<file path="src/swi_pkg.sv">
// Package for the sorted word table: shared types, codes and the byte mask helper.
`timescale 1ns / 1ps

package swi_pkg;

	localparam int POS_W = 10;
	localparam int CNT_W = 11;
	localparam int IDX_W = 10;

	typedef enum logic [1:0] {
		CMD_INSERT = 2'd0,
		CMD_READ   = 2'd1,
		CMD_CLEAR  = 2'd2
	} cmd_t;

	typedef enum logic [1:0] {
		ST_OK        = 2'd0,
		ST_FULL      = 2'd1,
		ST_BAD_INDEX = 2'd2
	} status_t;

	typedef enum logic [3:0] {
		S_IDLE,
		S_SCAN_RD,
		S_SCAN_CMP,
		S_SHIFT_CHK,
		S_SHIFT_RD,
		S_SHIFT_WR,
		S_PUT,
		S_READ_RD,
		S_READ_DATA,
		S_DONE
	} seq_state_t;

	// Packed big-endian, so unsigned order of the whole struct is string order.
	typedef struct packed {
		logic [63:0] a;
		logic [63:0] b;
		logic [63:0] c;
		logic [55:0] d;
	} word_t;

	typedef struct packed {
		cmd_t             command;
		word_t            word;
		logic [IDX_W-1:0] read_index;
	} req_t;

	typedef struct packed {
		status_t          status;
		logic [POS_W-1:0] position;
		logic [CNT_W-1:0] entry_count;
		word_t            data;
	} result_t;

	typedef struct packed {
		logic start;
		logic done_ack;
		logic sort_en;
	} seq_ctl_t;

	typedef struct packed {
		logic idle;
		logic done;
	} seq_stat_t;

	// Keeps the bytes of a part (first byte number base, n bytes) below wb.
	function automatic logic [63:0] part_mask(int base, int n, int wb);
		int k;
		logic [63:0] m;
		k = wb - base;
		m = '0;
		if (k >= n) begin
			m = (n == 8) ? 64'hFFFF_FFFF_FFFF_FFFF : 64'h00FF_FFFF_FFFF_FFFF;
		end else if (k > 0) begin
			m = ((64'd1 << (8 * k)) - 64'd1) << (8 * (n - k));
		end
		return m;
	endfunction

endpackage

</file>
<file path="src/swi_seq.sv">
// Command sequencer: scan with the shared word comparator, shift, write and read.
`timescale 1ns / 1ps

module swi_seq #(
	parameter int CAPACITY = 1024,
	parameter int AW       = 10,
	parameter int CW       = 11
) (
	input  logic               clk,
	input  logic               arst_n,
	input  swi_pkg::seq_ctl_t  ctl,
	input  swi_pkg::req_t      req,
	output swi_pkg::seq_stat_t stat,
	output swi_pkg::result_t   res_q,
	output logic               mem_we,
	output logic [AW-1:0]      mem_waddr,
	output swi_pkg::word_t     mem_wdata,
	output logic [AW-1:0]      mem_raddr,
	input  swi_pkg::word_t     mem_rdata
);

	localparam int XW = (CW > swi_pkg::IDX_W) ? CW : swi_pkg::IDX_W;

	swi_pkg::seq_state_t state_q, state_d;
	logic [CW-1:0]       count_q;
	logic [AW-1:0]       slot_q;
	logic [AW-1:0]       j_q;
	swi_pkg::word_t      word_q;

	logic [AW-1:0] slot_inc;
	logic [AW-1:0] j_dec;
	logic [CW-1:0] count_inc;
	logic [XW-1:0] idx_x;
	logic          word_gt;
	logic          full;
	logic          bad_index;

	assign slot_inc  = slot_q + 1'b1;
	assign j_dec     = j_q - 1'b1;
	assign count_inc = count_q + 1'b1;
	assign idx_x     = XW'(req.read_index);
	assign full      = (count_q == CW'(CAPACITY));
	assign bad_index = (idx_x >= XW'(count_q));
	// The one wide comparator, reused for every entry of the scan.
	assign word_gt   = (word_q > mem_rdata);

	assign stat.idle = (state_q == swi_pkg::S_IDLE);
	assign stat.done = (state_q == swi_pkg::S_DONE);

	always_ff @(posedge clk or negedge arst_n) begin
		if (!arst_n) begin
			state_q <= swi_pkg::S_IDLE;
			count_q <= '0;
		end else begin
			state_q <= state_d;
			if (state_q == swi_pkg::S_PUT) begin
				count_q <= count_inc;
			end else if (stat.idle && ctl.start && req.command == swi_pkg::CMD_CLEAR) begin
				count_q <= '0;
			end
		end
	end

	always_comb begin
		state_d   = state_q;
		mem_we    = 1'b0;
		mem_waddr = slot_q;
		mem_wdata = word_q;
		mem_raddr = slot_q;
		unique case (state_q)
			swi_pkg::S_IDLE: begin
				if (ctl.start) begin
					case (req.command)
						swi_pkg::CMD_INSERT: begin
							if (full) begin
								state_d = swi_pkg::S_DONE;
							end else if (ctl.sort_en && count_q != '0) begin
								state_d = swi_pkg::S_SCAN_RD;
							end else begin
								state_d = swi_pkg::S_SHIFT_CHK;
							end
						end
						swi_pkg::CMD_READ: begin
							state_d = bad_index ? swi_pkg::S_DONE : swi_pkg::S_READ_RD;
						end
						default: begin
							state_d = swi_pkg::S_DONE;
						end
					endcase
				end
			end
			swi_pkg::S_SCAN_RD: begin
				state_d = swi_pkg::S_SCAN_CMP;
			end
			swi_pkg::S_SCAN_CMP: begin
				if (word_gt && CW'(slot_inc) < count_q) begin
					state_d = swi_pkg::S_SCAN_RD;
				end else begin
					state_d = swi_pkg::S_SHIFT_CHK;
				end
			end
			swi_pkg::S_SHIFT_CHK: begin
				state_d = (j_q > slot_q) ? swi_pkg::S_SHIFT_RD : swi_pkg::S_PUT;
			end
			swi_pkg::S_SHIFT_RD: begin
				mem_raddr = j_dec;
				state_d   = swi_pkg::S_SHIFT_WR;
			end
			swi_pkg::S_SHIFT_WR: begin
				mem_we    = 1'b1;
				mem_waddr = j_q;
				mem_wdata = mem_rdata;
				state_d   = (j_dec > slot_q) ? swi_pkg::S_SHIFT_RD : swi_pkg::S_PUT;
			end
			swi_pkg::S_PUT: begin
				mem_we  = 1'b1;
				state_d = swi_pkg::S_DONE;
			end
			swi_pkg::S_READ_RD: begin
				state_d = swi_pkg::S_READ_DATA;
			end
			swi_pkg::S_READ_DATA: begin
				state_d = swi_pkg::S_DONE;
			end
			swi_pkg::S_DONE: begin
				if (ctl.done_ack) begin
					state_d = swi_pkg::S_IDLE;
				end
			end
			default: begin
				state_d = swi_pkg::S_IDLE;
			end
		endcase
	end

	always_ff @(posedge clk) begin
		unique case (state_q)
			swi_pkg::S_IDLE: begin
				if (ctl.start) begin
					word_q     <= req.word;
					j_q        <= AW'(count_q);
					res_q.data <= '0;
					case (req.command)
						swi_pkg::CMD_INSERT: begin
							res_q.status      <= full ? swi_pkg::ST_FULL : swi_pkg::ST_OK;
							res_q.position    <= '0;
							res_q.entry_count <= swi_pkg::CNT_W'(count_q);
							slot_q            <= ctl.sort_en ? '0 : AW'(count_q);
						end
						swi_pkg::CMD_READ: begin
							res_q.status      <= bad_index ? swi_pkg::ST_BAD_INDEX
								: swi_pkg::ST_OK;
							res_q.position    <= req.read_index;
							res_q.entry_count <= swi_pkg::CNT_W'(count_q);
							slot_q            <= idx_x[AW-1:0];
						end
						swi_pkg::CMD_CLEAR: begin
							res_q.status      <= swi_pkg::ST_OK;
							res_q.position    <= '0;
							res_q.entry_count <= '0;
							slot_q            <= '0;
						end
						default: begin
							res_q.status      <= swi_pkg::ST_OK;
							res_q.position    <= '0;
							res_q.entry_count <= swi_pkg::CNT_W'(count_q);
							slot_q            <= '0;
						end
					endcase
				end
			end
			swi_pkg::S_SCAN_CMP: begin
				if (word_gt) begin
					slot_q <= slot_inc;
				end
			end
			swi_pkg::S_SHIFT_WR: begin
				j_q <= j_dec;
			end
			swi_pkg::S_PUT: begin
				res_q.position    <= swi_pkg::POS_W'(slot_q);
				res_q.entry_count <= swi_pkg::CNT_W'(count_inc);
			end
			swi_pkg::S_READ_DATA: begin
				res_q.data <= mem_rdata;
			end
			default: begin
			end
		endcase
	end

	a_count_bounded: assert property (@(posedge clk) disable iff (!arst_n)
		count_q <= CW'(CAPACITY))
		else $error("entry count beyond capacity");

	a_start_when_idle: assert property (@(posedge clk) disable iff (!arst_n)
		ctl.start |-> state_q == swi_pkg::S_IDLE)
		else $error("item started while busy");

	a_ack_when_done: assert property (@(posedge clk) disable iff (!arst_n)
		ctl.done_ack |-> state_q == swi_pkg::S_DONE)
		else $error("result taken with none ready");

	a_shift_above_slot: assert property (@(posedge clk) disable iff (!arst_n)
		state_q == swi_pkg::S_SHIFT_WR |-> j_q > slot_q)
		else $error("shift wrote at or below the insert slot");

	a_put_counts: assert property (@(posedge clk) disable iff (!arst_n)
		state_q == swi_pkg::S_PUT |=> count_q == $past(count_inc))
		else $error("insert did not advance the count");

endmodule

</file>
<file path="config.mk">
export PLATFORM = sky130hd
export DESIGN_NAME = swi_seq
export DESIGN_NICKNAME = d
export VERILOG_FILES = /design/src/swi_pkg.sv /design/src/swi_seq.sv
export SDC_FILE = /design/constraint.sdc
export NUM_CORES = 1
export LEC_CHECK = 0
export ABC_AREA = 1
export BUFFER_PORTS_ARGS = -buffer_cell sky130_fd_sc_hd__buf_4
export CORE_AREA = 2 2 415 417
export CTS_CLUSTER_DIAMETER = 30
export DETAILED_ROUTE_END_ITERATION = 12
export DIE_AREA = 0 0 417 419
export SETUP_SLACK_MARGIN = 0.15
export SLEW_MARGIN = 20
export SYNTH_ARGS = -nofsm -noshare
export SYNTH_HDL_FRONTEND = slang
export SYNTH_SLANG_ARGS = --single-unit
</file>
<file path="constraint.sdc">
create_clock -name clk -period 17.2 [get_ports clk]
set_input_delay 0.86 -clock clk [delete_from_list [all_inputs] [get_ports clk]]
set_output_delay 0.86 -clock clk [all_outputs]
set_load 0.005 [all_outputs]
</file>
==> run_results.csv <==
group,metric,value,unit
sta,tightest_slew,1.06,ns
clock_network,post_cts_buffers,0,
critical_path,critPathRequiredTime,16.34,ns
place,dp_hpwl,127000,um
layout,syn2layout_area_growth,53.7,%
power_and_ir_drop,p_int,4.70,mW
sta,slew_violations,0,
global_route,grt-ovfl-total,0,
sta,setup_slack,11.70,ns
drt,drt-vias-per-instance,4.19,
clock_network,htree_levels,4,
logic_synthesis,ys_ff_latch,554,
sta,skew,0.0850,ns
sta,fin_crit,5.50,ns
layout,final_area,45000,um^2
sta,period_share,32.0,%
run,cap_violations,0,
logic_synthesis,synth_area_leaders,"edfxtp_1, ha_1, nand2_1",
outcome,outcome,"completed",
sta,final_hold_viol_count,0,
clock_network,root_buffer,"clkbuf_16",
drt,dr.pass1.iters,6,
layout,fin_util,26.4,%
drt,antenna_left,0,
logic_synthesis,yosys_most_used_dff,"edfxtp_1",
place,dp_cells,6199,
logic_synthesis,syn_inst,2987,
power_and_ir_drop,power.density,161,nW/um^2
clock_network,clock_path_buffers,3,
critical_path,path_max_fanout,102,
layout,layout.nets,4932,
logic_synthesis,yosys_warnings,0,
die,coreArea,171000,um^2
power_and_ir_drop,ir_worst_vdd,0.114,mV
drt,drc,0,
global_route,grt_max_degree,143,
sta,hold_slack,0.237,ns
place,preCtsSetupSlack,12.36,ns
layout,finalNonFillerCells,6498,
die,fp-row-count,152,
power_and_ir_drop,switching_share,35.0,%
clock_network,clk_pin_slew,0.05,ns
clock_network,clock_sinks,554,
global_route,grt_use_total,17.1,%
place,gp_congestion,0.988,
global_route,grt_pass1_wl,207000,um
die,fp.dieH,419,um
worst_hold_path,hold_class,"in2reg",
critical_path,crit_type,"reg2out",
logic_synthesis,synth.most_common_cell,"nand2_1",
critical_path,crit_arrival,4.64,ns
power_and_ir_drop,power.total,7.23,mW
logic_synthesis,synth_cell_types,40,
place,numPortBuffers,1054,
global_route,grt_antenna_before_repair,34,
critical_path,cp-end-kind,"output pin",
logic_synthesis,synth_top_area_cell,"edfxtp_1",
die,die_area,175000,um^2
worst_hold_path,min_from,"req[108]",
sta,rsz0062_at_grt,"false",
drt,drtIter0Drc,2349,
clock_network,clk_latency,0.80,ns
logic_synthesis,synth-edff-count,539,
layout,final_layout_size_suffix_gt1_share,31.8,%
die,initial_core_util,17.2,%
sta,fmax,0.182,GHz
die,ios,1055,
power_and_ir_drop,pwr-share-clk,38.8,%
clock_network,numCtsBuffers,159,
logic_synthesis,async_flop_share,2.71,%
logic_synthesis,synth_nets,3791,
power_and_ir_drop,p_seq_share,31.1,%
sta,timing.setup.tns,0,ns
drt,vias,27200,
critical_path,r2r-start,"state_q[1]$_DFFE_PN0P_",
clock_network,cts_tree,"done",
place,place_area,39800,um^2
sta,setup_viol,0,
logic_synthesis,post-synth-top-area-fraction,55.2,%
die,die_w,417,um
drt,wl_per_cell,24.1,um
logic_synthesis,yosys-top-cells-count,"nand2_1, edfxtp_1, nor2_1, inv_1, ha_1",
power_and_ir_drop,leakage,20.8,nW
global_route,grt_pass1_vias,26300,
critical_path,start_kind,"flip-flop",
sta,relSlewSlack,29.0,%
critical_path,startpoint,"state_q[0]$_DFFE_PN0P_",
drt,routed_wirelength,156000,um
power_and_ir_drop,power_frac_comb,30.0,%
power_and_ir_drop,power_switching,2.53,mW
logic_synthesis,syn_area,29300,um^2
logic_synthesis,synth.avg_cell_area,9.81,um^2
logic_synthesis,synth-seq-area-share,56.5,%
flip-flops by register name (all words and copies together), names as in the netlist:
| register | flops |
|---|---|
| slot_q | 10 |
| state_q | 4 |
| word_q | 248 |
| res_q | 271 |
| count_q | 11 |
| j_q | 10 |
per-layer routing:
layer	share of wire, %	vias up	track usage (%)
met5	0.077	-	0
met1	39	13100	20.0
li1	-	12500	-
met3	9.4	290	5.98
met2	47	1343	27.7
met4	5.0	18	8.66
power by group through the flow:
stage / logic [mW] / registers [mW] / clock network, mW
after floorplan: 0.896 / 2.26 / 0
after global placement: 2.18 / 2.26 / 0
after detailed placement: 2.20 / 2.26 / 0
after CTS: 2.21 / 2.25 / 2.87
after global routing: 2.38 / 2.28 / 2.94
final: 2.17 / 2.25 / 2.81
area by class of cell:
class	count	area (um^2)
sequential	554	16600
tap	2233	2790
inverter	398	1490
fill	18200	126000
clock buffer	184	4090
timing repair buffer	1075	8090
antenna	10	25.0
clock inverter	104	1080
multi-input combinational	1940	10900
critical path: stages, from the launching register on:
cell,delay (ns)
dfrtp_1,0.39
inv_1,0.14
nor2_1,0.11
nand2_4,0.35
buf_4,0.57
buf_4,0.69
buf_4,0.83
o21ai_0,0.39
buf_4,0.26
path summary, 6_finish.rpt:
path / to / slack (ns) / cells past startpoint
max: mem_wdata[234] / 11.70 / 8
min: word_q[98]$_DFFE_PP_ / 0.24 / 1
min reg2reg: count_q[10]$_DFFE_PN0P_ / 0.65 / 3
min in group asynchronous: count_q[0]$_DFFE_PN0P_ / 0.51 / 2
max reg2reg: word_q[138]$_DFFE_PP_ / 12.89 / 7
max in group asynchronous: state_q[0]$_DFFE_PN0P_ / 16.42 / 2
layout by cell type (no fill, tap or decap), types with 9 or more instances in the layout:
cell        Yosys  routed
buf_4           1    1073
nand2_1       633     631
edfxtp_1      539     539
inv_1         373     373
nor2_1        375     373
ha_1          291     291
o21ai_0       229     229
clkbuf_16       0     160
a21oi_1       140     140
o21ai_1       127     127
nand3_1        44      43
clkinv_1        0      32
clkinv_2        0      29
inv_2          25      25
clkbuf_1       72      24
nand4_1        21      21
dfrtp_1        15      15
xor2_1         13      13
a21o_1         12      12
nor3_1         12      11
diode_2         0      10
clkinv_16       0      10
clkinvlp_4      0      10
bufinv_16       0       9
kinds of logic (layout without fill, tap and decap cells):
family	count (synthesis)	count (layout)	synth area share, %
DFF	554	554	56.5
adders and majority gates	291	291	12.4
and+or+nand+nor	1106	1106	14.9
xor gates and xnor gates	13	13	0.388
buffers and inverters	493	1761	6.42
AOI/OAI and AO/OA	530	530	9.37
other	0	10	0
timing repair:
action	4_1_cts	5_1_grt
hold buffers	1	0
gates resized for setup	0	0
hold endpoints to repair	15	0
Note: power is estimated with default switching activity, not from simulation.
